===== src/rtl/tls_pkg.sv =====
`default_nettype none

package tls_pkg;

    // Field widths
    localparam int unsigned LVL_W     = 11;   // fill level 0..2000
    localparam int unsigned OUT_LVL_W = 12;   // output level, room for the fault code
    localparam int unsigned SPD_W     = 9;    // fill speed
    localparam int unsigned DIST_W    = 16;   // sensor distance
    localparam int unsigned TIME_W    = 32;   // millisecond time base

    // Level arithmetic
    localparam logic [LVL_W-1:0]     FULL_LEVEL  = 11'd2000;
    localparam logic [DIST_W-1:0]    ZERO_OFFSET = 16'd210;
    localparam logic [OUT_LVL_W-1:0] FAULT_LEVEL = 12'd3000;
    localparam logic [SPD_W-1:0]     SPEED_MAX   = 9'd511;
    localparam int unsigned          MS_PER_S    = 1000;

    // Frame start byte
    localparam logic [7:0] START_MARK = 8'hFF;

    // Beat operation codes
    localparam logic OP_BYTE = 1'b0;
    localparam logic OP_TICK = 1'b1;

    // Register reset values
    localparam logic [DIST_W-1:0] MIN_DIST_RST = 16'd220;
    localparam logic [DIST_W-1:0] MAX_DIST_RST = 16'd2000;
    localparam logic [15:0]       WIRE_TMO_RST = 16'd1000;

    // Register map
    typedef enum logic [1:0] {
        REG_MIN_DIST = 2'd0,
        REG_MAX_DIST = 2'd1,
        REG_WIRE_TMO = 2'd2
    } t_reg_idx;

    // Input beat
    typedef struct packed {
        logic       op;
        logic [7:0] rx_byte;
    } t_in_beat;

    // Result beat
    typedef struct packed {
        logic [OUT_LVL_W-1:0] level;
        logic [SPD_W-1:0]     fill_speed;
        logic                 sensor_fault;
        logic                 wire_fault;
    } t_out_beat;

    // Frame stage to window stage
    typedef struct packed {
        logic              vld;
        logic              acc;          // reading within range
        logic [LVL_W-1:0]  sample;
        logic              sensor_fault;
        logic              wire_fault;
        logic [TIME_W-1:0] ts;
    } t_s1_beat;

    // Window stage to speed stage
    typedef struct packed {
        logic                 vld;
        logic                 acc;
        logic [OUT_LVL_W-1:0] level;
        logic                 sensor_fault;
        logic                 wire_fault;
        logic [TIME_W-1:0]    ts;
    } t_s2_beat;

endpackage

`default_nettype wire


===== src/rtl/tls_frame_stage.sv =====
`default_nettype none

module tls_frame_stage #(
    parameter int unsigned EMPTY_SPAN = 1300
) (
    input  logic               i_clk,
    input  logic               i_rst_n,
    input  logic               i_cfg_valid,
    input  logic [1:0]         i_cfg_index,
    input  logic [15:0]        i_cfg_data,
    input  logic               i_take,
    input  tls_pkg::t_in_beat  i_beat,
    input  logic               i_load,
    output tls_pkg::t_s1_beat  o_beat
);
    import tls_pkg::*;

    // Distance above the offset is cut to X_W bits for the multiplier; at or above EMPTY_SPAN the product is unused
    localparam int unsigned X_W    = $clog2(EMPTY_SPAN);
    localparam int unsigned LVL_S  = 2 * X_W;
    localparam longint unsigned LVL_M =
        (longint'(FULL_LEVEL) * (64'd1 << LVL_S) + EMPTY_SPAN - 1) / EMPTY_SPAN;
    localparam int unsigned PROD_W = LVL_S + LVL_W + 1;

    typedef enum logic [1:0] {
        POS_START,
        POS_HIGH,
        POS_LOW,
        POS_SUM
    } t_pos;

    t_pos              r_pos, n_pos;
    logic [7:0]        r_hi, n_hi;
    logic [7:0]        r_lo, n_lo;
    logic [DIST_W-1:0] r_min, r_max;
    logic [15:0]       r_tmo;
    logic [TIME_W-1:0] r_now, n_now;
    logic [TIME_W-1:0] r_last, n_last;
    logic              r_sflag, n_sflag;
    logic              r_wflag, n_wflag;
    t_s1_beat          r_s1, n_s1;

    logic              done;
    logic              fire;
    logic [DIST_W-1:0] distance;
    logic [TIME_W-1:0] elapsed;
    logic              in_range;
    logic [DIST_W-1:0] xd;
    logic              over;
    logic [PROD_W-1:0] prod;
    logic [LVL_W-1:0]  e_lvl;
    logic [LVL_W-1:0]  sample;

    // Frame parser and millisecond timer
    always_comb begin
        n_pos    = r_pos;
        n_hi     = r_hi;
        n_lo     = r_lo;
        n_now    = r_now;
        n_last   = r_last;
        n_sflag  = r_sflag;
        n_wflag  = r_wflag;
        done     = 1'b0;
        fire     = 1'b0;
        distance = '0;
        elapsed  = '0;
        if (i_take && i_beat.op == OP_TICK) begin
            n_now   = r_now + 1'b1;
            elapsed = n_now - r_last;
            if (!r_wflag && elapsed >= {16'd0, r_tmo}) begin
                fire    = 1'b1;
                n_wflag = 1'b1;
            end
        end else if (i_take) begin
            case (r_pos)
                POS_START: begin
                    if (i_beat.rx_byte == START_MARK) begin
                        n_pos = POS_HIGH;
                    end else begin
                        done = 1'b1;      // stray byte reads as distance zero
                    end
                end
                POS_HIGH: begin
                    n_hi  = i_beat.rx_byte;
                    n_pos = POS_LOW;
                end
                POS_LOW: begin
                    n_lo  = i_beat.rx_byte;
                    n_pos = POS_SUM;
                end
                POS_SUM: begin
                    n_pos = POS_START;
                    done  = 1'b1;
                    // checksum is the unwrapped 9-bit sum
                    if (({1'b0, r_hi} + {1'b0, r_lo}) == {1'b0, i_beat.rx_byte}) begin
                        distance = {r_hi, r_lo};
                    end
                end
                default: n_pos = POS_START;
            endcase
        end

        in_range = (distance >= r_min) && (distance <= r_max);
        if (done) begin
            n_sflag = !in_range;
            n_wflag = 1'b0;
            n_last  = r_now;
        end
    end

    // Distance to fill level: scaled by 2000/EMPTY_SPAN through a reciprocal
    always_comb begin
        xd     = (distance > ZERO_OFFSET) ? (distance - ZERO_OFFSET) : '0;
        over   = xd >= DIST_W'(EMPTY_SPAN);
        prod   = PROD_W'(xd[X_W-1:0]) * PROD_W'(LVL_M);
        e_lvl  = prod[LVL_S +: LVL_W];
        sample = over ? '0 : (FULL_LEVEL - e_lvl);
    end

    // Stage beat
    always_comb begin
        n_s1.vld          = done || fire;
        n_s1.acc          = done && in_range;
        n_s1.sample       = sample;
        n_s1.sensor_fault = n_sflag;
        n_s1.wire_fault   = n_wflag;
        n_s1.ts           = r_now;
    end

    // Parser state, timers, registers and stage register
    always_ff @(posedge i_clk) begin
        if (!i_rst_n) begin
            r_pos   <= POS_START;
            r_hi    <= '0;
            r_lo    <= '0;
            r_min   <= MIN_DIST_RST;
            r_max   <= MAX_DIST_RST;
            r_tmo   <= WIRE_TMO_RST;
            r_now   <= '0;
            r_last  <= '0;
            r_sflag <= 1'b0;
            r_wflag <= 1'b0;
            r_s1    <= '0;
        end else begin
            r_pos   <= n_pos;
            r_hi    <= n_hi;
            r_lo    <= n_lo;
            r_now   <= n_now;
            r_last  <= n_last;
            r_sflag <= n_sflag;
            r_wflag <= n_wflag;
            if (i_cfg_valid) begin
                case (i_cfg_index)
                    REG_MIN_DIST: r_min <= i_cfg_data;
                    REG_MAX_DIST: r_max <= i_cfg_data;
                    REG_WIRE_TMO: r_tmo <= i_cfg_data;
                    default: ;
                endcase
            end
            if (i_load) begin
                r_s1 <= n_s1;
            end
        end
    end

    assign o_beat = r_s1;

endmodule

`default_nettype wire


===== src/rtl/tls_window_stage.sv =====
`default_nettype none

module tls_window_stage #(
    parameter int unsigned WINDOW = 30
) (
    input  logic              i_clk,
    input  logic              i_rst_n,
    input  tls_pkg::t_s1_beat i_beat,
    input  logic              i_load,
    output tls_pkg::t_s2_beat o_beat
);
    import tls_pkg::*;

    localparam int unsigned SUM_W  = $clog2(int'(FULL_LEVEL) * WINDOW + 1);
    localparam int unsigned PTR_W  = $clog2(WINDOW);
    // floor(sum / WINDOW) as an exact multiply by a rounded-up reciprocal
    localparam int unsigned AVG_S  = SUM_W + $clog2(WINDOW);
    localparam longint unsigned AVG_M = ((64'd1 << AVG_S) + WINDOW - 1) / WINDOW;
    localparam int unsigned PROD_W = AVG_S + LVL_W + 1;

    logic [LVL_W-1:0]  mem [WINDOW];
    logic [WINDOW-1:0] r_fill;
    logic [PTR_W-1:0]  r_ptr;
    logic [SUM_W-1:0]  r_sum;
    logic [LVL_W-1:0]  r_old_data;
    logic              r_old_vld;
    t_s2_beat          r_s2, n_s2;

    logic              upd;
    logic [PTR_W-1:0]  n_ptr;
    logic [PTR_W-1:0]  rd_ptr;
    logic [LVL_W-1:0]  old;
    logic [SUM_W-1:0]  n_sum;
    logic [PROD_W-1:0] prod;
    logic [LVL_W-1:0]  avg;

    // Running sum over the window, oldest sample prefetched
    always_comb begin
        upd    = i_load && i_beat.vld && i_beat.acc;
        n_ptr  = (r_ptr == PTR_W'(WINDOW - 1)) ? '0 : (r_ptr + 1'b1);
        rd_ptr = upd ? n_ptr : r_ptr;
        old    = r_old_vld ? r_old_data : '0;
        n_sum  = r_sum - SUM_W'(old) + SUM_W'(i_beat.sample);
        prod   = PROD_W'(n_sum) * PROD_W'(AVG_M);
        avg    = prod[AVG_S +: LVL_W];
    end

    // Stage beat
    always_comb begin
        n_s2.vld          = i_beat.vld;
        n_s2.acc          = i_beat.acc;
        n_s2.level        = i_beat.acc ? {1'b0, avg} : FAULT_LEVEL;
        n_s2.sensor_fault = i_beat.sensor_fault;
        n_s2.wire_fault   = i_beat.wire_fault;
        n_s2.ts           = i_beat.ts;
    end

    // Sample store: write the newest, read the next oldest
    always_ff @(posedge i_clk) begin
        if (upd) begin
            mem[r_ptr] <= i_beat.sample;
        end
        r_old_data <= mem[rd_ptr];
    end

    // Fill bits, pointer, sum and stage register
    always_ff @(posedge i_clk) begin
        if (!i_rst_n) begin
            r_fill    <= '0;
            r_ptr     <= '0;
            r_sum     <= '0;
            r_old_vld <= 1'b0;
            r_s2      <= '0;
        end else begin
            if (upd) begin
                r_fill[r_ptr] <= 1'b1;
                r_ptr         <= n_ptr;
                r_sum         <= n_sum;
            end
            r_old_vld <= r_fill[rd_ptr];
            if (i_load) begin
                r_s2 <= n_s2;
            end
        end
    end

    assign o_beat = r_s2;

endmodule

`default_nettype wire


===== src/rtl/tls_speed_stage.sv =====
`default_nettype none

module tls_speed_stage #(
    parameter int unsigned SPEED_INTERVAL_MS = 5000
) (
    input  logic               i_clk,
    input  logic               i_rst_n,
    input  tls_pkg::t_s2_beat  i_beat,
    input  logic               i_load,
    output logic               o_valid,
    output tls_pkg::t_out_beat o_beat
);
    import tls_pkg::*;

    // rise * 1000 / interval as an exact reciprocal multiply
    localparam int unsigned SPD_S  = LVL_W + $clog2(SPEED_INTERVAL_MS);
    localparam longint unsigned SPD_M =
        (longint'(MS_PER_S) * (64'd1 << SPD_S) + SPEED_INTERVAL_MS - 1) / SPEED_INTERVAL_MS;
    localparam int unsigned PROD_W = SPD_S + LVL_W + 1;

    logic [LVL_W-1:0]  r_prev;
    logic [TIME_W-1:0] r_last_spd;
    logic [SPD_W-1:0]  r_speed;
    logic              r_out_vld;
    t_out_beat         r_out, n_out;

    logic [LVL_W-1:0]  lvl;
    logic [LVL_W-1:0]  diff;
    logic [TIME_W-1:0] elapsed;
    logic              rise;
    logic [PROD_W-1:0] prod;
    logic [LVL_W-1:0]  v;
    logic [SPD_W-1:0]  v_sat;

    // Speed update on a rise once the interval has run
    always_comb begin
        lvl     = i_beat.level[LVL_W-1:0];
        diff    = lvl - r_prev;
        elapsed = i_beat.ts - r_last_spd;
        rise    = i_beat.acc && (lvl > r_prev) &&
                  (elapsed >= TIME_W'(SPEED_INTERVAL_MS));
        prod    = PROD_W'(diff) * PROD_W'(SPD_M);
        v       = prod[SPD_S +: LVL_W];
        v_sat   = (v > LVL_W'(SPEED_MAX)) ? SPEED_MAX : v[SPD_W-1:0];
    end

    // Result beat
    always_comb begin
        n_out.level        = i_beat.level;
        n_out.fill_speed   = rise ? v_sat : r_speed;
        n_out.sensor_fault = i_beat.sensor_fault;
        n_out.wire_fault   = i_beat.wire_fault;
    end

    // Speed state and output valid
    always_ff @(posedge i_clk) begin
        if (!i_rst_n) begin
            r_prev     <= '0;
            r_last_spd <= '0;
            r_speed    <= '0;
            r_out_vld  <= 1'b0;
        end else if (i_load) begin
            r_out_vld <= i_beat.vld;
            if (i_beat.vld && rise) begin
                r_prev     <= lvl;
                r_last_spd <= i_beat.ts;
                r_speed    <= v_sat;
            end
        end
    end

    // Output payload
    always_ff @(posedge i_clk) begin
        if (i_load) begin
            r_out <= n_out;
        end
    end

    assign o_valid = r_out_vld;
    assign o_beat  = r_out;

endmodule

`default_nettype wire


===== src/rtl/tank_level_sensor_filter.sv =====
// Tank level sensor filter.
// Input channel (i_valid / o_stall / i_data): each beat is either a received
// sensor byte or a one-millisecond tick. Bytes are parsed into distance frames;
// each finished reading, and each wire timeout, gives one result beat.
// Result channel (o_valid / i_stall / o_data): averaged level, fill speed and
// the two fault flags.
// Configuration channel (i_cfg_valid / o_cfg_ready): distance limits and wire
// timeout; ready is always high, writes are expected while the block is idle.
// Throughput: one input beat per cycle while o_stall is low. A result passes
// through the frame stage, window stage and speed stage with the output
// register; the window sum and level are updated in the same cycle.
// When the receiver stalls, the result holds and the stages behind it keep
// filling; o_stall rises only once all three stage registers hold results.
// Reset (synchronous, active low) empties the pipeline, clears the sample
// window, timers, faults and speed, and loads the register defaults.
`default_nettype none

module tank_level_sensor_filter #(
    parameter int unsigned WINDOW            = 30,
    parameter int unsigned EMPTY_SPAN        = 1300,
    parameter int unsigned SPEED_INTERVAL_MS = 5000
) (
    input  logic               i_clk,
    input  logic               i_rst_n,
    input  logic               i_valid,
    output logic               o_stall,
    input  tls_pkg::t_in_beat  i_data,
    output logic               o_valid,
    input  logic               i_stall,
    output tls_pkg::t_out_beat o_data,
    input  logic               i_cfg_valid,
    output logic               o_cfg_ready,
    input  logic [1:0]         i_cfg_index,
    input  logic [15:0]        i_cfg_data
);
    import tls_pkg::*;

    t_s1_beat s1;
    t_s2_beat s2;
    logic     out_free;
    logic     s2_free;
    logic     s1_free;
    logic     accept;

    // Stage advance: each register moves when the one after it has room
    assign out_free    = !o_valid || !i_stall;
    assign s2_free     = !s2.vld || out_free;
    assign s1_free     = !s1.vld || s2_free;
    assign accept      = i_valid && s1_free;
    assign o_stall     = !s1_free;
    assign o_cfg_ready = 1'b1;

    tls_frame_stage #(
        .EMPTY_SPAN (EMPTY_SPAN)
    ) u_frame (
        .i_clk       (i_clk),
        .i_rst_n     (i_rst_n),
        .i_cfg_valid (i_cfg_valid),
        .i_cfg_index (i_cfg_index),
        .i_cfg_data  (i_cfg_data),
        .i_take      (accept),
        .i_beat      (i_data),
        .i_load      (s1_free),
        .o_beat      (s1)
    );

    tls_window_stage #(
        .WINDOW (WINDOW)
    ) u_window (
        .i_clk   (i_clk),
        .i_rst_n (i_rst_n),
        .i_beat  (s1),
        .i_load  (s2_free),
        .o_beat  (s2)
    );

    tls_speed_stage #(
        .SPEED_INTERVAL_MS (SPEED_INTERVAL_MS)
    ) u_speed (
        .i_clk   (i_clk),
        .i_rst_n (i_rst_n),
        .i_beat  (s2),
        .i_load  (out_free),
        .o_valid (o_valid),
        .o_beat  (o_data)
    );

endmodule

`default_nettype wire


===== config.mk =====
export PLATFORM = sky130hd
export DESIGN_NAME = tank_level_sensor_filter
export DESIGN_NICKNAME = d
export VERILOG_FILES = /design/src/rtl/tls_pkg.sv /design/src/rtl/tls_frame_stage.sv /design/src/rtl/tls_window_stage.sv /design/src/rtl/tls_speed_stage.sv /design/src/rtl/tank_level_sensor_filter.sv
export SDC_FILE = /design/constraint.sdc
export NUM_CORES = 2
export LEC_CHECK = 0
export BUFFER_PORTS_ARGS = -buffer_cell sky130_fd_sc_hd__buf_2
export CORE_MARGIN = 5
export CORE_UTILIZATION = 65
export DETAILED_ROUTE_END_ITERATION = 10
export GPL_ROUTABILITY_DRIVEN = 0
export GPL_TIMING_DRIVEN = 0
export PLACE_DENSITY = 0.82
export REMOVE_ABC_BUFFERS = 1
export SLEW_MARGIN = 20
export SYNTH_ARGS = -nofsm -noshare
export SYNTH_HDL_FRONTEND = slang
export SYNTH_SLANG_ARGS = --single-unit

===== constraint.sdc =====
create_clock -name i_clk -period 18.05 [get_ports i_clk]
set_input_delay 3.61 -clock i_clk [delete_from_list [all_inputs] [get_ports i_clk]]
set_output_delay 3.61 -clock i_clk [all_outputs]
set_load 0.05 [all_outputs]

Yosys cells after proc, flatten, opt, wreduce, memory -nomap -nowiden:

Memories as Yosys holds them, arrays and structs flattened. A register that Yosys moved wholly into a read port is not among the register bits.
Index checks and enable logic that the tools add are counted.

* bits in registers: 355
* memory bits (writable): 330
* output and inout bits: 26
* input bits: 32
* memories: 1
* word-level logic and storage cells: 129

Memory list
* u_window.mem: words 30, bits a word 11, rd ports 1, clocked after Yosys merged registers in 1, write ports 1, RTL line tls_window_stage.sv:21 `logic [LVL_W-1:0] mem [WINDOW];`

* magnitude comparators: 10
* mux-type cells: 29
* $add $sub $neg: 10
* reductions and logical operators: 31
* multiply operators: 3
* bitwise logic cells: 2
* eq/ne operators: 9

Operators with widths (number)
* 16-bit two-way mux: 5
* 32-bit subtractor: 2
* 32-bit by 1-bit adder with 32-bit output, second input constant: 1
* 32-bit by 13-bit greater-or-equal comparator with 1-bit output, second input constant: 1
* 32-bit by 16-bit greater-or-equal comparator with 1-bit output: 1
* 11-bit by 20-bit multiplier with 31-bit output, second input constant: 1
* 16-bit by 16-bit multiplier with 31-bit output, second input constant: 1
* 11-bit by 20-bit multiplier with 30-bit output, second input constant: 1
* 30-bit OR: 1
* 11-bit two-way mux: 2
* 16-bit by 11-bit adder with 16-bit output: 1
* 16-bit by 11-bit greater-or-equal comparator with 1-bit output, second input constant: 1
* 16-bit greater-or-equal comparator: 1
* 16-bit by 8-bit > comparator with 1-bit output, second input constant: 1
* 16-bit <= comparator: 1
* 16-bit by 11-bit subtractor with 16-bit output: 1
* 16-bit by 8-bit subtractor with 16-bit output, second input constant: 1
* 1-bit two-way mux: 13
* 5-bit by 6-bit less-than comparator with 1-bit output, second input constant: 2
* 12-bit two-way mux: 1
* 11-bit > comparator: 1
* 1-bit logical AND: 11
* 11-bit subtractor: 1
* 11-bit subtractor, first input constant: 1
* other kinds (22): 41

Logic depth before layout (Yosys ltp):

* depth in word-level cells: 12
* mapped depth: 44
* gate-level depth less buffers: 43

Cells and area by module:

From an unflattened synthesis, not the netlist that was laid out.

* cell total of the unflattened synthesis: 4484
* area, all modules: 43569.3 sq um

Modules (own cells, without submodules)
* tls_window_stage: seq. area each 12131.6 sq um, area each 20644.8 sq um, cells an instance 1751, times used 1
* tls_frame_stage: seq. area each 3583.4 sq um, area each 14854.2 sq um, cells an instance 1816, times used 1
* tls_speed_stage: seq. area each 1751.7 sq um, area each 8027.7 sq um, cells an instance 910, times used 1
* tank_level_sensor_filter: seq. area each 0.0 sq um, area each 42.5 sq um, cells an instance 7, times used 1

Least setup slack after synthesis:

Ideal clock, no wire load.

* kind: input to register
* start: input i_data[2] (netlist name)
* end: register u_frame.r_s1 (netlist bit u_frame.o_beat[42])
* buffers on the path: 1
* setup time: 0.128 ns
* data required time: 17.922 ns
* data arrival time: 12.131 ns
* slack: 5.791 ns
* stages on the path: 42
* path through: xnor3_1 -> nand4_1 -> a21oi_1 -> and4_1 -> nand3_1 -> nor2_1 -> clkbuf_1 -> nand2_1 -> ha_1 -> nand2b_1 -> a31oi_1 -> nor3b_1 -> xnor2_1 -> nor2_1 -> inv_1 -> fa_1 -> inv_1 -> ha_1 -> [... 6 more ...] -> inv_1 -> ha_1 -> and4_1 -> and3_1 -> and3_1 -> and4_1 -> a21o_1 -> xnor2_1 -> ha_1 -> and3_1 -> a221oi_1 -> o311ai_0 -> a21oi_1 -> nand2b_1 -> nand3_1 -> xnor2_1 -> a22oi_1 -> nor2_1

* longest elaborated chain between the ends: 10
* elaborated cells on any way between the ends: 12
* classes of those cells: add/sub: 2; mul: 1; order compare: 2; eq/ne: 1; mux: 6

Ends and longest elaborated chain
* start, declared: RTL line tank_level_sensor_filter.sv:27 `input tls_pkg::t_in_beat i_data,`
* 9-bit by 8-bit == test with 1-bit output (*): RTL line tls_frame_stage.sv:95 `if (({1'b0, r_hi} + {1'b0, r_lo}) == {1'b0, i_beat.rx_byte}) begin`
* 16-bit two-way mux (*): RTL line tls_frame_stage.sv:95
* 16-bit two-way mux (*): RTL line tls_frame_stage.sv:75 `case (r_pos)`
* 16-bit two-way mux (*): RTL line tls_frame_stage.sv:74 `end else if (i_take) begin`
* 16-bit two-way mux (*): RTL line tls_frame_stage.sv:67 `if (i_take && i_beat.op == OP_TICK) begin`
* 16-bit by 8-bit subtractor with 16-bit output or 16-bit by 8-bit > comparator with 1-bit output (tied branches): RTL line tls_frame_stage.sv:113 `xd = (distance > ZERO_OFFSET) ? (distance - ZERO_OFFSET) : '0;`
* 16-bit two-way mux (*): RTL line tls_frame_stage.sv:113
* 11-bit by 20-bit multiplier with 30-bit output: RTL line tls_frame_stage.sv:115 `prod = PROD_W'(xd[X_W-1:0]) * PROD_W'(LVL_M);`
* 11-bit subtractor: RTL line tls_frame_stage.sv:117 `sample = over ? '0 : (FULL_LEVEL - e_lvl);`
* 11-bit two-way mux (*): RTL line tls_frame_stage.sv:117
* end signal, assigned: RTL line tls_frame_stage.sv:161 `r_s1 <= n_s1;`
* end, declared: RTL line tls_frame_stage.sv:41 `t_s1_beat r_s1, n_s1;`

Mark *: on every way between the ends. The rest lies on a longest branch, timed or not.
A chain may end at the register's enable or synchronous reset.

Worst setup path after layout:

* start: input i_stall
* end: register u_frame.r_s1 (netlist bit u_frame.o_beat[44])

* longest elaborated chain between the ends: 12
* elaborated cells on any way between the ends: 15
* classes of those cells: add/sub: 2; mul: 1; order compare: 2; mux: 4; reduce/logical: 6

Ends and longest elaborated chain
* start, declared: RTL line tank_level_sensor_filter.sv:29 `input logic i_stall,`
* 1-bit logical NOT (*): RTL line tank_level_sensor_filter.sv:46 `assign out_free = !o_valid || !i_stall;`
* 1-bit logical OR (*): RTL line tank_level_sensor_filter.sv:46
* 1-bit logical OR (*): RTL line tank_level_sensor_filter.sv:47 `assign s2_free = !s2.vld || out_free;`
* 1-bit logical OR (*): RTL line tank_level_sensor_filter.sv:48 `assign s1_free = !s1.vld || s2_free;`
* 1-bit logical AND: RTL line tank_level_sensor_filter.sv:49 `assign accept = i_valid && s1_free;`
* 16-bit two-way mux or 1-bit logical AND (tied branches): RTL line tls_frame_stage.sv:74, tls_frame_stage.sv:67
* 16-bit two-way mux: RTL line tls_frame_stage.sv:67
* 16-bit by 8-bit subtractor with 16-bit output or 16-bit by 8-bit > comparator with 1-bit output (tied branches): RTL line tls_frame_stage.sv:113
* 16-bit two-way mux: RTL line tls_frame_stage.sv:113
* 11-bit by 20-bit multiplier with 30-bit output: RTL line tls_frame_stage.sv:115
* 11-bit subtractor: RTL line tls_frame_stage.sv:117
* 11-bit two-way mux: RTL line tls_frame_stage.sv:117

Marks and branches as above.

==> impl_results.md <==
- PD cells: 87.9 nW/um2
- Post-synthesis xor/xnor area fraction: 3.48%
- Most used routing layer in global routing: met2
- Clk_skew: 0.0509 ns
- Clk buf depth: 3
- Max-Cap Viols: 0
- Largest net degree at the start of global routing: 129
- CP arrival: 15.04 ns
- Core area: 64100 um2
- CP max stage delay: 0.76 ns
- Hold path depth: 0
- Die area: 69600 um2
- Vias in the first global route: 32200
- Post CTS Setup Buffer Count: 0
- Count leader, synth: nand2_1
- Final setup viols: 0
- RSZ-0062 raised after global routing: false
- Max Slew Vio Count: 0
- VDD IR max: 74.3 uV
- Vias per cell: 6.10
- Worst Reg-to-Reg Cells: 43
- Slack of the critical path: 3.51 ns
- Grt met3 use: 4.31%
- Final Power: 4.04 mW
- Post-Synth Simple-Gate Area: 15.0%
- Num CTS Buffers: 72
- Post-synth EDFFs: 353
- Clk_lat worst skew: 0.66 ns
- Slowest CP cell: nor2_1
- Max Clk Rate: 68.8 MHz
- # diodes: 0
- Sink Count: 696
- Final Hold Fails: 0
- R2r setup slk: 6.14 ns
- Post-synthesis register bit count: 696
- Adder-Cell Fraction of Synth Area: 18.2%
- Overall die width: 264 um
- Reg-to-Reg End: u_frame.o_beat[44]
- Min Clock Period, post-route: 14.54 ns
- Yosys top cell area share: 25.3%
- Fillers: 4472
- Setup TNS: 0 ns
- H-tree Lvls: 3
- Wire per inst: 18.5 um
- Seq/Total Area, Yosys: 41.7%
- Final ANT Viol Nets: 0
- Port bufs: 56
- Most frequent cells after synthesis: 650 x nand2_1, 425 x ha_1, 401 x inv_1, 389 x a21oi_1, 353 x edfxtp_1
- Grt total ovfl: 0
- Critical R2R Launch: u_frame.r_hi[0]
- CP Data Required Time: 18.55 ns
- Crit path launch type: primary input
- Layout cells sized above 1: 6.64%
- Asr flop ratio synth: 0%
- Total Routing Usage GR: 27.4%
- Netlist cell types: 85
- Post-CTS Hold Fix Bufs: 0
- Crit path capture type: register
- Top FF cell, synth: edfxtp_1
- Clk slew on worst S/H paths: 0.07 ns
- Final wirelength: 98100 um
- Compound-Gate Fraction of Synth Area: 15.4%
- Hold EP: u_speed.o_beat[0]
- Synth Cell Area: 41900 um2
- Met2 Usage GRT: 46.6%
- Final Net Count: 4958
- M1 GR Usage: 36.0%
- Remaining DRCs: 0
- Initial antenna violation count: 1
- Slew at the pin closest to its max-slew limit: 1.13 ns
- Area leader, netlist: edfxtp_1
- Crit path max fanout: 47
- Die Span Y: 264 um
- Register Area: 17500 um2
- Area growth syn-to-layout: 9.72%
- Via count: 32400
- Post-CTS resize count: 0
- Post-Syn Area per Cell: 9.44 um2
- WS Path Type: primary input to register
- Largest family of logic cells by synthesized area: adder cells
- Detailed placement HPWL: 65800 um
- Ports: 58
- Hold Path Origin: u_window.o_beat[32]
- Num rows: 93
- DP Worst Slack: 2.97 ns
- Period utilization: 80.6%
- Synth top area cells: edfxtp_1 25%, dfxtp_1 16%, ha_1 13%
- First-pass GRT wire length: 160000 um
- Relative slew slack: 24.2%
- Post-synthesis mux area share: 0.565%
- Footprint of the multi-input gates: 22200 um2
- First drt pass iteration count: 7
- Initial DRC Count: 2529
- Root buf cell: clkbuf_16
- HP Class: register to register
- CTS tree: done
- Status: finished, final reports clean
- Ys Warns: 0
- Initial Utilization: 65.3%
- Most prevalent standard cell on the critical path: inv_1
- Leak pwr: 18.8 nW
- Synth Instances: 4434
-- stage by stage --
stage	instance area, um2	hold WS [ns]	utilization [%]	std cells
2_1_floorplan	41000	0.408	-	4222
3_3_place_gp	42400	0.414	66.1	5133
3_5_place_dp	43300	0.417	67.5	5166
4_1_cts	45900	0.433	71.6	5300
5_1_grt	45900	0.455	71.7	5300
6_report	45900	0.433	71.7	5300
-- worst max path at each step --
stage	startpoint	end	slack [ns]	cells past startpoint
after detailed placement	i_stall	u_frame.o_beat[44]	2.97	42
after CTS	i_stall	u_frame.o_beat[44]	3.58	42
after global placement	i_stall	u_window.r_old_vld	-0.32	12
after floorplan	i_stall	u_frame.o_beat[42]	3.62	40
after global routing	i_stall	u_frame.o_beat[44]	2.74	43
final	i_stall	u_frame.o_beat[44]	3.51	43
-- cell usage in the layout (no fill, tap or decap), drive strengths merged, types with 39 or more instances in the layout --
cell	count
a211oi	140
a21o	73
a21oi	390
a311oi	39
a31oi	62
and2	123
buf	89
clkbuf	94
dfxtp	343
edfxtp	353
fa	116
ha	425
inv	405
nand2	650
nand3	116
nor2	249
o21ai	147
xnor2	95
xor2	69
-- where the power goes --
part / switching, mW / leakage (nW) / internal, mW
Combinational: 0.439 / 11.8 / 0.318
Clock: 0.668 / 1.26 / 0.936
Sequential: 0.0129 / 5.75 / 1.66
Total: 1.12 / 18.8 / 2.92
-- critical path: cells and delay by family --
| kind | cells | cell delay [ns] |
|---|---|---|
| XOR/XNOR | 4 | 0.59 |
| adder cells (fa/ha/maj) | 8 | 3.38 |
| AND/OR/NAND/NOR | 14 | 4.50 |
| buffers and inverters | 10 | 1.38 |
| AO/OA/AOI/OAI | 7 | 1.54 |
-- cell type report --
cell class / instances / share of cell area (%)
multi-input combinational: 3125 / 48.4
timing repair buffer: 89 / 2.27
sequential: 696 / 38.0
clock inverter: 40 / 1.42
tap: 855 / 2.33
inverter: 401 / 3.29
clock buffer: 94 / 4.28
-- layer usage --
layer | up-vias | part of all wire [%]
li1 | 15400 | -
met1 | 15500 | 42
met2 | 1175 | 49
met3 | 216 | 6.8
met4 | 2 | 2.8
met5 | - | 0.0082
-- sequential cells by signal (all words and copies together) (netlist names), 16 cells and up --
signal,flops
u_window.mem,330
u_speed.r_last_spd,32
u_frame.r_tmo,16
u_frame.r_max,16
u_frame.r_min,16
u_window.r_sum,16
u_speed.o_beat,23
u_window.o_beat,48
u_frame.r_now,32
u_window.r_fill,30
u_frame.o_beat,47
u_frame.r_last,32
-- logic make-up after synthesis --
group / Yosys count
AND/OR/NAND/NOR: 1375
AO/OA/AOI/OAI: 1024
flip-flops: 696
buffers and inverters: 613
adder cells (fa/ha/maj): 541
XOR/XNOR: 165
multiplexers: 19
other: 1
Power figures use the tool's default switching activity.
